### config.mk
export PLATFORM = sky130hd
export DESIGN_NAME = cpc_back
export DESIGN_NICKNAME = d
export VERILOG_FILES = /design/src/hdl/cpc_pkg.sv /design/src/hdl/cpc_back.sv
export SDC_FILE = /design/constraint.sdc
export NUM_CORES = 1
export LEC_CHECK = 0
export BUFFER_PORTS_ARGS = -buffer_cell sky130_fd_sc_hd__buf_4
export CORE_MARGIN = 3
export CORE_UTILIZATION = 53
export CTS_CLUSTER_SIZE = 20
export DETAILED_ROUTE_END_ITERATION = 10
export GPL_TIMING_DRIVEN = 0
export PLACE_DENSITY = 0.78
export SETUP_SLACK_MARGIN = 0.02
export SYNTH_ARGS = -nofsm -noshare
export SYNTH_HDL_FRONTEND = slang
export SYNTH_SLANG_ARGS = --single-unit
export TNS_END_PERCENT = 100
### constraint.sdc
create_clock -name clk -period 4.6 [get_ports clk]
set_clock_uncertainty 0.1 [all_clocks]
set_input_delay 0.23 -clock clk [delete_from_list [all_inputs] [get_ports clk]]
set_output_delay 0.23 -clock clk [all_outputs]
set_load 0.005 [all_outputs]
### src/hdl/cpc_pkg.sv
`default_nettype none

package cpc_pkg;

	localparam int FRAME_LEN = 8;
	localparam int FRAME_IDX_W = $clog2(FRAME_LEN);
	localparam int POS_W = 7;
	localparam logic [POS_W-1:0] POS_MAX = {POS_W{1'b1}};
	localparam int CNT_W = 32;
	localparam int Q_DEPTH = 4;
	localparam int Q_PTR_W = $clog2(Q_DEPTH);
	localparam int CFG_IDX_W = 3;

	localparam logic [CFG_IDX_W-1:0] REG_ENABLE     = 3'd0;
	localparam logic [CFG_IDX_W-1:0] REG_MAGIC      = 3'd1;
	localparam logic [CFG_IDX_W-1:0] REG_SEQ_WINDOW = 3'd2;
	localparam logic [CFG_IDX_W-1:0] REG_ARMED_MASK = 3'd3;
	localparam logic [CFG_IDX_W-1:0] REG_ESTOP_MASK = 3'd4;

	localparam int STAT_TOTAL = 0;
	localparam int STAT_VALID = 1;
	localparam int STAT_MAGIC = 2;
	localparam int STAT_CKSUM = 3;
	localparam int STAT_SEQ   = 4;
	localparam int STAT_STOP  = 5;
	localparam int STAT_N     = 6;

	typedef enum logic [2:0] {
		ST_OK       = 3'd0,
		ST_LENGTH   = 3'd1,
		ST_MAGIC    = 3'd2,
		ST_CHECKSUM = 3'd3,
		ST_SEQUENCE = 3'd4
	} status_t;

	typedef enum logic [1:0] {
		EV_NONE   = 2'd0,
		EV_ARM    = 2'd1,
		EV_DISARM = 2'd2
	} arm_event_t;

	typedef struct packed {
		logic       enable;
		logic [7:0] magic_value;
		logic [7:0] sequence_window;
		logic [7:0] armed_mask;
		logic [7:0] estop_mask;
	} cfg_t;

	// one-cycle pulses on a real change of the enable register
	typedef struct packed {
		logic en_rise;
		logic en_fall;
	} en_ctl_t;

	// classified frame handed from front to back
	typedef struct packed {
		status_t     status;
		logic [7:0]  seq;
		logic [7:0]  flags;
		logic [15:0] x;
		logic [15:0] y;
	} cmd_t;

endpackage

`default_nettype wire

### src/hdl/cpc_back.sv
`default_nettype none

module cpc_back (
	input  wire logic                      clk,
	input  wire logic                      arst_n,
	input  wire cpc_pkg::cfg_t             cfg,
	input  wire cpc_pkg::en_ctl_t          en_ctl,
	input  wire logic                      cmd_avail,
	input  wire cpc_pkg::cmd_t             cmd,
	output logic                           cmd_pop,
	output logic                           out_valid,
	input  wire logic                      out_pop,
	output cpc_pkg::status_t               status,
	output logic signed [15:0]             x_axis,
	output logic signed [15:0]             y_axis,
	output logic                           stop_now,
	output logic                           armed_now,
	output cpc_pkg::arm_event_t            arm_event,
	output logic [cpc_pkg::CNT_W-1:0]      total_count,
	output logic [cpc_pkg::CNT_W-1:0]      valid_count,
	output logic [cpc_pkg::CNT_W-1:0]      magic_error_count,
	output logic [cpc_pkg::CNT_W-1:0]      checksum_error_count,
	output logic [cpc_pkg::CNT_W-1:0]      sequence_error_count,
	output logic [cpc_pkg::CNT_W-1:0]      stop_count
);

	logic                      out_valid_q;
	cpc_pkg::status_t          status_q;
	logic [15:0]               x_q;
	logic [15:0]               y_q;
	logic                      stop_q;
	cpc_pkg::arm_event_t       event_q;
	logic                      armed_q;
	logic [7:0]                prev_seq_q;
	logic                      started_q;
	logic [cpc_pkg::CNT_W-1:0] cnt_q [cpc_pkg::STAT_N];

	logic                      adv;
	logic [7:0]                seq_dist;
	logic                      seq_ok;
	cpc_pkg::status_t          status_nxt;
	logic                      frame_ok;
	logic                      is_stop;
	logic                      want_arm;
	logic [cpc_pkg::STAT_N-1:0] bump;

	assign adv     = cmd_avail && (!out_valid_q || out_pop);
	assign cmd_pop = adv;

	assign seq_dist = cmd.seq - prev_seq_q;
	assign seq_ok   = !started_q
		|| ((seq_dist != 8'd0) && (seq_dist <= cfg.sequence_window));

	always_comb begin
		if (cmd.status != cpc_pkg::ST_OK)
			status_nxt = cmd.status;
		else if (!seq_ok)
			status_nxt = cpc_pkg::ST_SEQUENCE;
		else
			status_nxt = cpc_pkg::ST_OK;
	end

	assign frame_ok = status_nxt == cpc_pkg::ST_OK;
	assign is_stop  = (cmd.flags & cfg.estop_mask) != 8'd0;
	assign want_arm = (cmd.flags & cfg.armed_mask) != 8'd0;

	always_comb begin
		bump                      = '0;
		bump[cpc_pkg::STAT_TOTAL] = 1'b1;
		bump[cpc_pkg::STAT_VALID] = frame_ok;
		bump[cpc_pkg::STAT_MAGIC] = status_nxt == cpc_pkg::ST_MAGIC;
		bump[cpc_pkg::STAT_CKSUM] = status_nxt == cpc_pkg::ST_CHECKSUM;
		bump[cpc_pkg::STAT_SEQ]   = status_nxt == cpc_pkg::ST_SEQUENCE;
		bump[cpc_pkg::STAT_STOP]  = frame_ok && is_stop;
	end

	always_ff @(posedge clk or negedge arst_n) begin
		if (!arst_n) begin
			out_valid_q <= 1'b0;
			armed_q     <= 1'b0;
			prev_seq_q  <= '0;
			started_q   <= 1'b0;
			for (int i = 0; i < cpc_pkg::STAT_N; i++)
				cnt_q[i] <= '0;
		end else if (en_ctl.en_rise) begin
			started_q <= 1'b0;
			for (int i = 0; i < cpc_pkg::STAT_N; i++)
				cnt_q[i] <= '0;
		end else if (en_ctl.en_fall) begin
			armed_q <= 1'b0;
		end else if (adv) begin
			out_valid_q <= 1'b1;
			for (int i = 0; i < cpc_pkg::STAT_N; i++)
				if (bump[i])
					cnt_q[i] <= cnt_q[i] + 1'b1;
			if (frame_ok) begin
				prev_seq_q <= cmd.seq;
				started_q  <= 1'b1;
				armed_q    <= is_stop ? 1'b0 : want_arm;
			end
		end else if (out_pop) begin
			out_valid_q <= 1'b0;
		end
	end

	always_ff @(posedge clk) begin
		if (adv) begin
			status_q <= status_nxt;
			x_q      <= '0;
			y_q      <= '0;
			stop_q   <= 1'b0;
			event_q  <= cpc_pkg::EV_NONE;
			if (frame_ok) begin
				if (is_stop) begin
					stop_q <= 1'b1;
				end else begin
					x_q <= cmd.x;
					y_q <= cmd.y;
					if (want_arm && !armed_q)
						event_q <= cpc_pkg::EV_ARM;
					else if (!want_arm && armed_q)
						event_q <= cpc_pkg::EV_DISARM;
				end
			end
		end
	end

	// counters and armed state move only on a result load or an enable
	// change, so otherwise they read as the snapshot of the result shown
	assign out_valid            = out_valid_q;
	assign status               = status_q;
	assign x_axis               = $signed(x_q);
	assign y_axis               = $signed(y_q);
	assign stop_now             = stop_q;
	assign armed_now            = armed_q;
	assign arm_event            = event_q;
	assign total_count          = cnt_q[cpc_pkg::STAT_TOTAL];
	assign valid_count          = cnt_q[cpc_pkg::STAT_VALID];
	assign magic_error_count    = cnt_q[cpc_pkg::STAT_MAGIC];
	assign checksum_error_count = cnt_q[cpc_pkg::STAT_CKSUM];
	assign sequence_error_count = cnt_q[cpc_pkg::STAT_SEQ];
	assign stop_count           = cnt_q[cpc_pkg::STAT_STOP];

	a_stop_disarms: assert property (@(posedge clk) disable iff (!arst_n)
		out_valid_q && stop_q |-> !armed_q)
		else $error("stop result with armed state set");

	a_reject_clean: assert property (@(posedge clk) disable iff (!arst_n)
		out_valid_q && (status_q != cpc_pkg::ST_OK) |->
			(x_q == '0) && (y_q == '0) && !stop_q && (event_q == cpc_pkg::EV_NONE))
		else $error("rejected frame carries command data");

	a_arm_event: assert property (@(posedge clk) disable iff (!arst_n)
		out_valid_q && (event_q == cpc_pkg::EV_ARM) |-> armed_q)
		else $error("arm event without armed state");

	a_valid_bump: assert property (@(posedge clk) disable iff (!arst_n)
		adv && frame_ok && !en_ctl.en_rise && !en_ctl.en_fall |=>
			cnt_q[cpc_pkg::STAT_VALID] ==
				$past(cnt_q[cpc_pkg::STAT_VALID]) + cpc_pkg::CNT_W'(1))
		else $error("accepted frame not counted");

endmodule

`default_nettype wire
==> flow_metrics.py, run 1 <==
metrics = {
    "timing": {
        "finalSetupViolations": 0,
        "tns_ns": 0,
        "fmax_mhz": 233,
        "rsz0062_at_grt": "true",
        "worstMarginPinSlew_ns": 0.978,
        "finalCritPeriodShare_pct": 93.3,
        "setup_slack_ns": 0.310,
        "max_slew_margin_pct": 34.2,
        "post-route-min-period_ns": 4.29,
        "slew_viol_final": 0,
        "hold_slack_ns": 0.147,
        "hold_violations": 0,
    },
    "worst_setup_path": {
        "startpoint_type": "register",
        "path_class": "reg -> reg",
        "reg2reg_depth": 15,
        "r2r_slack_ns": 0.31,
        "cp.required_ns": 4.93,
        "startpoint": "prev_seq_q[0]$_DFFE_PN0P_",
        "r2r-start": "prev_seq_q[0]$_DFFE_PN0P_",
        "worstSetupEndpointType": "register",
        "cp.arrival_ns": 4.62,
        "rr_endpoint": "stop_count[28]$_DFFE_PN0P_",
        "crit_path_max_fanout": 10,
    },
    "die": {
        "die_w_um": 158,
        "rows": 54,
        "dieArea_um2": 24900,
        "initial_core_util_pct": 54.9,
        "core_area_um2": 22200,
        "die_y_um": 158,
        "pin_count": 323,
    },
    "run_status": {
        "outcome": "finished, final reports clean",
    },
    "grt": {
        "grt_first_pass_wirelength_um": 55700,
        "grt_pass1_vias": 10800,
        "grt_max_degree": 122,
        "overflow": 0,
        "grtUsageTotal_pct": 27.7,
        "antenna_found_initial": 0,
    },
    "synth": {
        "synth_ff_type": "dfrtp_1",
        "synth.distinct_cells": 63,
        "synth_warnings": 0,
        "synth_top_family_by_area": "simple AND/OR/NAND/NOR gates",
        "syn_avg_cell_area_um2": 9.69,
        "synth_edf_count": 38,
        "synthTopCellsByCount": "dfrtp_1, nor2_1, nand2_1, a21oi_1, nand3_1",
        "postSynthCellCount": 1259,
        "async_flop_share_pct": 84.2,
        "yosysTopAreaCell": "dfrtp_1",
        "netlist_area_um2": 12200,
        "synth.mux.area_fraction_pct": 0.738,
        "synth-seq-area-share_pct": 51.0,
        "syn_nets": 1371,
        "synth_seq_cells": 241,
        "synth.top_cell.area_share_pct": 41.6,
        "synth_most_common_cell": "dfrtp_1",
        "synthTopCellsByArea": "dfrtp_1, edfxtp_1, xor2_1",
        "synth-compound-area-share_pct": 12.0,
        "synth-xor-area-share_pct": 7.38,
        "synth_adder_area_share_pct": 2.32,
        "synthSimpleGateAreaFrac_pct": 23.7,
    },
    "power": {
        "pwr-share-clk_pct": 42.6,
        "power_density_nw_per_um2": 300,
        "power_mw": 4.89,
        "p_leak_nw": 7.42,
        "internal-power_mw": 3.66,
        "sw_frac_of_total_pct": 25.1,
        "pwr-share-comb_pct": 11.8,
        "p_switching_mw": 1.23,
        "irDropWorstVdd_v": 0.000242,
        "seq_power_share_pct": 45.6,
    },
    "clock_network": {
        "cts_made_buffers": 27,
        "ctsRootBufferMaster": "clkbuf_16",
        "clk_pin_slew_worst_paths_ns": 0.06,
        "clock_path_buffers": 3,
        "clock_sinks": 241,
        "h-tree-depth": 1,
        "tritoncts": "built",
        "clock_latency_ns": 0.52,
    },
    "routing": {
        "vias": 11100,
        "drc": 0,
        "wl_um": 35600,
        "via_per_inst": 5.72,
        "antenna_left": 0,
        "dr.pass1.iters": 5,
        "wl_per_cell_um": 18.3,
        "first_iter_violations": 707,
    },
    "worst_hold_path": {
        "hold_path.startpoint": "cmd[50]",
        "hold_path_class": "in -> reg",
        "worstHoldPathCells": 4,
        "whs_endpoint": "status[2]$_DFFE_PP_",
    },
    "placement": {
        "post_dp_cell_area_um2": 14900,
        "post-place-ws_ns": -0.494,
        "detailed_place_hpwl_um": 24800,
        "io_buffer_count": 312,
        "place.gp.congestion": 0.876,
        "dpl.cell_count": 1852,
    },
    "final_layout": {
        "final_util_pct": 73.3,
        "nNetsFinal": 1760,
        "finalNonFillerCells": 1946,
        "design_area_um2": 16300,
        "drive_above_1_share_pct": 23.8,
        "synthToLayoutAreaGrowth_pct": 33.4,
        "antennaDiodeCount": 0,
    },
    "run": {
        "drv_cap": 0,
    },
}
[worst max-delay path by stage]
| stage | depth (start not counted) | slack [ns] | end |
|---|---|---|---|
| final | 15 | 0.31 | stop_count[28]$_DFFE_PN0P_ |
| after floorplan | 17 | 0.55 | valid_count[12]$_DFFE_PN0P_ |
| after detailed placement | 17 | -0.49 | y_axis[6]$_SDFFCE_PP0P_ |
| after CTS | 15 | 0.03 | y_axis[6]$_SDFFCE_PP0P_ |
| after global routing | 15 | 0.02 | stop_count[26]$_DFFE_PN0P_ |
| after global placement | 17 | -0.34 | y_axis[6]$_SDFFCE_PP0P_ |
[power groups by stage]
stage | combinational, mW | clock [mW] | sequential [mW]
6_report | 0.578 | 2.08 | 2.23
4_1_cts | 0.559 | 2.10 | 2.23
3_5_place_dp | 0.516 | 0 | 2.27
2_1_floorplan | 0.293 | 0 | 2.27
3_3_place_gp | 0.499 | 0 | 2.27
5_1_grt | 0.640 | 2.19 | 2.23
[repair_timing]
item                                    CTS  global route
gates resized for setup                   2            21
hold endpoints to repair                127             0
endpoints found under the setup margin   92           124
gates cloned                              0             0
pin swaps                                 1             1
hold buffers                             46             0
setup buffers                             1             0
[area by class of cell]
cell class | count | area [um2]
Clock inverter | 15 | 129
Tap cell | 280 | 350
Clock buffer | 32 | 714
Fill cell | 1649 | 5940
Inverter | 47 | 176
Timing Repair Buffer | 360 | 2850
Buffer | 42 | 188
Sequential cell | 241 | 6220
Multi-Input combinational cell | 929 | 5660
[placed cells by master, fill, tap and decap left out, types with 5 or more instances in the layout]
cell           count
and4_1            16
xor2_1            74
or4_1             13
nor2_1           132
dlygate4sd3_1     46
a21o_1            10
ha_1              21
o31ai_1           12
a21oi_1           81
o311ai_0           8
xnor2_1           26
or3_1             52
clkbuf_16         27
a22oi_1            8
clkinv_1           5
o21ai_0           63
or2_2              6
clkbuf_2           8
edfxtp_1          38
nand3_1           76
nand4_1           32
buf_4            312
and3_1            41
clkinv_2           5
clkbuf_1          27
nand2_1          120
and2_1            43
a211oi_1           5
nor3_1            15
inv_1             46
mux2i_1            9
nand2b_1           5
buf_2              7
dfrtp_1          203
[per-layer routing]
layer / up-vias / GRT usage, % / wire, um
li1: 5266 / - / -
met3: 76 / 5.22 / 2750
met2: 379 / 46.2 / 17000
met5: - / 0 / 0
met4: 0 / 8.72 / 1190
met1: 5415 / 36.8 / 14700
[registers in the layout (all words and copies together) (netlist names)]
signal and flops:
checksum_error_count 32, magic_error_count 32, sequence_error_count 32, stop_count 32, total_count 32, valid_count 32, x_axis 16, y_axis 16
prev_seq_q 8, status 3, arm_event 2, armed_now 1, out_valid 1, started_q 1, stop_now 1
[logic make-up after synthesis]
group / Yosys count
adder cells (fa/ha/maj): 22
buffers and inverters: 89
XOR/XNOR: 102
flip-flops: 241
AO/OA/AOI/OAI: 228
multiplexers: 9
AND/OR/NAND/NOR: 568
[critical path: stages (launching register included)]
cell	delay, ns
dfrtp_1	0.36
ha_1	0.16
inv_1	0.05
fa_1	0.41
a211oi_2	0.24
o21bai_1	0.12
a21oi_1	0.25
xnor2_2	0.18
ha_1	0.33
nand4_1	0.09
or2_2	0.32
o21ai_2	0.13
o311ai_2	0.34
a2111o_1	0.62
or3_1	0.34
a21oi_1	0.15
No activity file was read; power rests on OpenSTA's default activity.
==> inputs of run 2 (changes only) <==
--- a/config.mk
+++ b/config.mk
@@ -5,13 +5,14 @@
 export SDC_FILE = /design/constraint.sdc
 export NUM_CORES = 1
 export LEC_CHECK = 0
+export ABC_AREA = 1
 export BUFFER_PORTS_ARGS = -buffer_cell sky130_fd_sc_hd__buf_4
 export CORE_MARGIN = 3
-export CORE_UTILIZATION = 53
+export CORE_UTILIZATION = 55
 export CTS_CLUSTER_SIZE = 20
 export DETAILED_ROUTE_END_ITERATION = 10
 export GPL_TIMING_DRIVEN = 0
-export PLACE_DENSITY = 0.78
+export PLACE_DENSITY = 0.79
 export SETUP_SLACK_MARGIN = 0.02
 export SYNTH_ARGS = -nofsm -noshare
 export SYNTH_HDL_FRONTEND = slang
==> run 2 against run 1 <==
Via count grew 34%. Power grew 5.6%. Final cell count grew 36%. Combinational power grew 16%. Utilization shrank 0.56 points. Area after synthesis grew 17%. First-iteration DRC count grew to 2.7 times the previous value. Die area grew 12%. Sequential share of layout area shrank 4.4 points. Worst hold slack lost 0.070 ns. Worst setup slack gained 0.75 ns. Critical endpoint is now x_axis[2]$_SDFFCE_PP0P_.
==> flow_metrics.py, run 2 <==
metrics = {
    "synth": {
        "synth_ff_type": "dfrtp_1",
        "synth_top_family_by_area": "simple AND/OR/NAND/NOR gates",
        "async_flop_share_pct": 84.2,
        "synth-compound-area-share_pct": 6.82,
        "syn_nets": 2027,
        "synth.top_cell.area_share_pct": 35.7,
        "netlist_area_um2": 14200,
        "synth-xor-area-share_pct": 5.17,
        "synth.distinct_cells": 50,
        "synthTopCellsByArea": "dfrtp_1, nand2_1, edfxtp_1",
        "postSynthCellCount": 1915,
        "synth.mux.area_fraction_pct": 0,
        "synth_seq_cells": 241,
        "synth_adder_area_share_pct": 1.99,
        "syn_avg_cell_area_um2": 7.44,
        "synthSimpleGateAreaFrac_pct": 33.1,
        "synth_warnings": 0,
        "synth_most_common_cell": "nand2_1",
        "synth-seq-area-share_pct": 43.7,
        "synthTopCellsByCount": "nand2_1, inv_1, nor2_1, dfrtp_1, nand3_1",
        "yosysTopAreaCell": "dfrtp_1",
        "synth_edf_count": 38,
    },
    "final_layout": {
        "synthToLayoutAreaGrowth_pct": 29.3,
        "final_cell_mix": "nand2_1, buf_4, inv_1",
        "nNetsFinal": 2416,
        "layout_commonest_cell": "nand2_1",
        "antennaDiodeCount": 0,
        "drive_above_1_share_pct": 17.7,
    },
    "routing": {
        "dr.pass1.iters": 6,
        "wl_um": 47000,
        "via_per_inst": 5.61,
        "wl_per_cell_um": 17.7,
        "first_iter_violations": 1925,
        "vias": 14900,
        "drc": 0,
        "antenna_left": 0,
    },
    "timing": {
        "hold_slack_ns": 0.0773,
        "finalSetupViolations": 0,
        "max_slew_margin_pct": 41.9,
        "hold_violations": 0,
        "slew_viol_final": 0,
        "fmax_mhz": 283,
        "rsz0062_at_grt": "false",
        "finalCritPeriodShare_pct": 76.9,
        "worstMarginPinSlew_ns": 0.871,
        "post-route-min-period_ns": 3.54,
        "tns_ns": 0,
    },
    "worst_setup_path": {
        "cpMaxStageDelayCell": "dlygate4sd3_1",
        "crit_path_max_fanout": 10,
        "worstSetupEndpointType": "register",
        "cp.arrival_ns": 3.79,
        "reg2reg_depth": 21,
        "cp_common_cell": "nand2_1",
        "path_class": "in -> reg",
        "slowest_delay_ns": 0.56,
        "startpoint_type": "input pin",
        "crit_chain": "dlygate4sd3_1 > buf_4 > inv_1 > ha_1 > inv_1 > fa_1 > nand2_1 > nand3_1 > nand3_1 > nand2_1 > nand2_1 > nand2_1 > ha_1 > nand2_1 > nor2_1 > a21boi_0 > o21ai_0 > nand2_1 > nand2_2 > nand2_1 > nor2_2 > inv_2 > buf_6 > nor2_1",
        "cp.required_ns": 4.85,
    },
    "die": {
        "pin_count": 323,
        "core_area_um2": 25300,
        "die_y_um": 167,
        "dieArea_um2": 27900,
        "rows": 58,
        "die_w_um": 167,
        "initial_core_util_pct": 56.2,
    },
    "grt": {
        "grt_first_pass_wirelength_um": 74500,
        "antenna_found_initial": 0,
        "grt_max_degree": 108,
        "grtUsageTotal_pct": 32.5,
        "grt_pass1_vias": 14400,
        "overflow": 0,
    },
    "placement": {
        "detailed_place_hpwl_um": 33300,
        "io_buffer_count": 313,
        "place.gp.congestion": 1.02,
    },
    "run_status": {
        "outcome": "finished, final reports clean",
    },
    "run": {
        "drv_cap": 0,
    },
    "worst_hold_path": {
        "hold_path_class": "in -> reg",
        "worstHoldPathCells": 6,
    },
    "clock_network": {
        "tritoncts": "built",
        "h-tree-depth": 1,
        "cts_made_buffers": 27,
        "clock_path_buffers": 3,
        "clock_latency_ns": 0.54,
        "clk_pin_slew_worst_paths_ns": 0.07,
        "post_cts.repair.setup_buffers": 0,
        "ctsRootBufferMaster": "clkbuf_16",
        "clock_sinks": 241,
    },
    "power": {
        "power_density_nw_per_um2": 281,
        "irDropWorstVdd_v": 0.000238,
        "p_leak_nw": 9.08,
    },
}
[run 2: cell types whose count changed after synthesis, moves of 52 or more]
cell | previous run | this run
nor2_1 | 132 | 216
nor3_1 | 15 | 101
nand3_1 | 76 | 147
inv_1 | 47 | 267
or3_1 | 52 | 0
nand2_1 | 120 | 462
[run 2: area by class of cell]
class	count	area [um2]
Clock buffer	36	749
Timing Repair Buffer	360	2860
Clock inverter	13	146
Multi-Input combinational cell	1343	6720
Sequential cell	241	6220
Tap cell	330	413
Fill cell	2017	6920
Inverter	273	1030
Buffer	58	283
[run 2: path summary, 6_finish.rpt]
kind / from / to / slack [ns]
worst max-delay path: cmd[40] / x_axis[2]$_SDFFCE_PP0P_ / 1.06
worst min-delay path: en_ctl[1] / armed_now$_DFFE_PN0P_ / 0.08
worst max register to register: prev_seq_q[0]$_DFFE_PN0P_ / x_axis[2]$_SDFFCE_PP0P_ / 1.14
worst min register to register: total_count[31]$_DFFE_PN0P_ / total_count[31]$_DFFE_PN0P_ / 0.39
max in group asynchronous: arst_n / valid_count[4]$_DFFE_PN0P_ / 3.20
min in group asynchronous: arst_n / total_count[24]$_DFFE_PN0P_ / 0.22
[run 2: kinds of logic after synthesis]
kind of cell	Yosys count
XOR/XNOR	84
adder cells (fa/ha/maj)	22
buffers and inverters	331
AND/OR/NAND/NOR	1063
AO/OA/AOI/OAI	174
flip-flops	241
[run 2: what timing repair did]
action,CTS,global route
resized for setup,0,0
hold endpoints to repair,151,0
hold buffers,45,0
[run 2: power by group]
part           total (mW)  internal, mW  switching (mW)
logic               0.670         0.269           0.400
clock network        2.22          1.31           0.910
registers            2.28          2.23          0.0451
total                5.16          3.81            1.36
[run 2: critical path: cells and delay by family]
kind	cells	cell delay [ns]
AOI/OAI and AO/OA	2	0.28
buffers and inverters	6	1.10
and+or+nand+nor	13	1.34
adders and majority gates	3	0.83
[run 2: routing by layer]
metal	GRT usage [%]	wire length, um
met1	42.4	18400
met3	5.93	4310
met2	54.9	22500
met5	0	0
met4	11.3	1740
[run 2: stage by stage]
| stage | area (um2) | cells | total power [mW] | util [%] | setup slack, ns |
|---|---|---|---|---|---|
| after floorplan | 14200 | 1915 | 2.64 | - | 1.54 |
| after global placement | 17000 | 2558 | 2.91 | 67.1 | 0.699 |
| after detailed placement | 17100 | 2560 | 2.94 | 67.4 | 1.20 |
| after CTS | 18400 | 2654 | 5.15 | 72.7 | 1.20 |
| after global routing | 18400 | 2654 | 5.35 | 72.7 | 0.817 |
| final | 18400 | 2654 | 5.16 | 72.7 | 1.06 |
==> inputs of run 3 (changes only) <==
--- a/config.mk
+++ b/config.mk
@@ -8,11 +8,11 @@
 export ABC_AREA = 1
 export BUFFER_PORTS_ARGS = -buffer_cell sky130_fd_sc_hd__buf_4
 export CORE_MARGIN = 3
-export CORE_UTILIZATION = 55
+export CORE_UTILIZATION = 50
 export CTS_CLUSTER_SIZE = 20
 export DETAILED_ROUTE_END_ITERATION = 10
 export GPL_TIMING_DRIVEN = 0
-export PLACE_DENSITY = 0.79
+export PLACE_DENSITY = 0.76
 export SETUP_SLACK_MARGIN = 0.02
 export SYNTH_ARGS = -nofsm -noshare
 export SYNTH_HDL_FRONTEND = slang
==> constraint.sdc (replaced) <==
create_clock -name clk -period 3.2 [get_ports clk]
set_clock_uncertainty 0.1 [all_clocks]
set_input_delay 0.16 -clock clk [delete_from_list [all_inputs] [get_ports clk]]
set_output_delay 0.16 -clock clk [all_outputs]
set_load 0.005 [all_outputs]
==> run 3 against run 2 <==
Highest routed layer is now met5. The flow now finishes with violations (setup timing). Non-clock buffer count rose by 41. Die area rose by 9.6%. Sequential share of layout area fell by 1.9 points. Routed wire length rose by 3.1%. Combinational power rose by 88%.
==> flow_metrics.py, run 3 (synthesized netlist as in run 2, its figures left out) <==
metrics = {
    "timing": {
        "hold_slack_ns": 0.0362,
        "finalCritPeriodShare_pct": 103,
        "finalSetupViolations": 86,
        "max_slew_margin_pct": 42.6,
        "worstMarginPinSlew_ns": 0.859,
        "slew_viol_final": 0,
        "rsz0062_at_grt": "true",
        "fmax_mhz": 304,
        "hold_violations": 0,
        "tns_ns": -3.09,
        "post-route-min-period_ns": 3.29,
        "setup_slack_ns": -0.0936,
    },
    "worst_hold_path": {
        "worstHoldPathCells": 4,
        "whs_endpoint": "arm_event[1]$_SDFFCE_PP0P_",
        "hold_path_class": "in -> reg",
        "hold_path.startpoint": "cfg[8]",
    },
    "clock_network": {
        "h-tree-depth": 1,
        "cts_made_buffers": 28,
        "ctsRootBufferMaster": "clkbuf_16",
        "tritoncts": "built",
        "clock_latency_ns": 0.56,
        "clk_pin_slew_worst_paths_ns": 0.06,
        "clock_sinks": 241,
        "clock_path_buffers": 3,
    },
    "power": {
        "irDropWorstVdd_v": 0.000387,
        "power_density_nw_per_um2": 396,
        "p_leak_nw": 9.49,
    },
    "worst_setup_path": {
        "slowest_delay_ns": 0.56,
        "rr_endpoint": "valid_count[23]$_DFFE_PN0P_",
        "worstSetupEndpointType": "register",
        "r2r-start": "prev_seq_q[0]$_DFFE_PN0P_",
        "startpoint_type": "input pin",
        "reg2reg_depth": 25,
        "r2r_slack_ns": -0.06,
        "cp.required_ns": 3.54,
        "cp.arrival_ns": 3.63,
        "crit_path_max_fanout": 10,
        "cpMaxStageDelayCell": "dlygate4sd3_1",
        "cp_common_cell": "buf_4",
        "path_class": "in -> reg",
    },
    "die": {
        "pin_count": 323,
        "die_y_um": 175,
        "initial_core_util_pct": 51.0,
        "die_w_um": 175,
        "rows": 61,
        "core_area_um2": 27900,
        "dieArea_um2": 30500,
    },
    "run": {
        "drv_cap": 0,
    },
    "routing": {
        "wl_per_cell_um": 17.6,
        "dr.pass1.iters": 8,
        "antenna_left": 0,
        "first_iter_violations": 1265,
        "drc": 0,
        "vias": 14900,
        "via_per_inst": 5.43,
        "wl_um": 48400,
    },
    "final_layout": {
        "nFillCells": 2286,
        "synthToLayoutAreaGrowth_pct": 37.1,
        "final_cell_mix": "nand2_1, buf_4, inv_1",
        "finalNonFillerCells": 2746,
        "drive_above_1_share_pct": 22.4,
        "antennaDiodeCount": 0,
        "layout_commonest_cell": "nand2_1",
        "design_area_um2": 19500,
        "nNetsFinal": 2459,
    },
    "placement": {
        "post_dp_cell_area_um2": 17100,
        "io_buffer_count": 313,
        "detailed_place_hpwl_um": 33800,
        "place.gp.congestion": 0.991,
        "post-place-ws_ns": -0.184,
        "dpl.cell_count": 2608,
    },
    "grt": {
        "overflow": 0,
        "grt_max_degree": 119,
        "grt_first_pass_wirelength_um": 76000,
        "antenna_found_initial": 1,
        "grt_pass1_vias": 14700,
        "grtUsageTotal_pct": 30.5,
    },
    "run_status": {
        "violations": "setup timing",
        "outcome": "complete, but fails checks",
    },
}
run 3: layer usage:
layer,global-route usage (%),vias to the layer above,routed length (um)
met2,50.1,628,22600
met5,0,-,15
li1,-,7132,-
met3,5.15,146,3570
met4,12.3,2,2220
met1,40.4,7002,20000
run 3: per-stage QoR:
step,power (mW),utilization [%]
after global placement,4.18,61.1
after detailed placement,4.23,61.3
after global routing,8.02,69.9
final,7.73,69.9
after CTS,7.63,68.1
after floorplan,3.80,-
run 3: how the worst max path moves through the flow:
stage / cells past startpoint / endpoint / slack [ns] / start
2_1_floorplan: 10 / total_count[21]$_DFFE_PN0P_ / 0.14 / out_valid$_DFFE_PN0P_
3_3_place_gp: 9 / magic_error_count[8]$_DFFE_PN0P_ / -0.73 / out_valid$_DFFE_PN0P_
6_report: 28 / valid_count[23]$_DFFE_PN0P_ / -0.09 / cmd[40]
4_1_cts: 23 / prev_seq_q[0]$_DFFE_PN0P_ / 0.009 / prev_seq_q[0]$_DFFE_PN0P_
3_5_place_dp: 21 / sequence_error_count[19]$_DFFE_PN0P_ / -0.18 / prev_seq_q[0]$_DFFE_PN0P_
5_1_grt: 22 / valid_count[0]$_DFFE_PN0P_ / -0.21 / prev_seq_q[3]$_DFFE_PN0P_
run 3: critical path: cells and delay by family:
kind	cells	cell delay, ns
adders and majority gates	2	0.52
buffers and inverters	13	1.93
and+or+nand+nor	13	1.00
run 3: area by class of cell:
class                   count  area, um2  area share, %
plain buffers              58        400           2.05
multi-input cells        1343       7150           36.6
flip-flops and latches    241       6220           31.9
repair inverters            1       7.51         0.0384
inverters                 273       1040           5.31
clock inverters            10        103          0.525
clock buffers              41        820           4.20
repair buffers            401       3310           17.0
well taps                 378        473           2.42
run 3: power by group:
part	switching (mW)	internal (mW)	total, mW	leakage (nW)
clock network	1.34	1.86	3.20	0.456
logic	0.715	0.544	1.26	5.84
registers	0.0638	3.21	3.27	3.19
total	2.12	5.61	7.73	9.49
run 3: repair_timing:
action | 4_1_cts | 5_1_grt
pin swaps | 16 | 39
hold buffers | 52 | 0
buffers inserted | 17 | 6
gates resized for setup | 66 | 106
hold endpoints to repair | 155 | 0
endpoints found under the setup margin | 135 | 140
cloned | 8 | 4
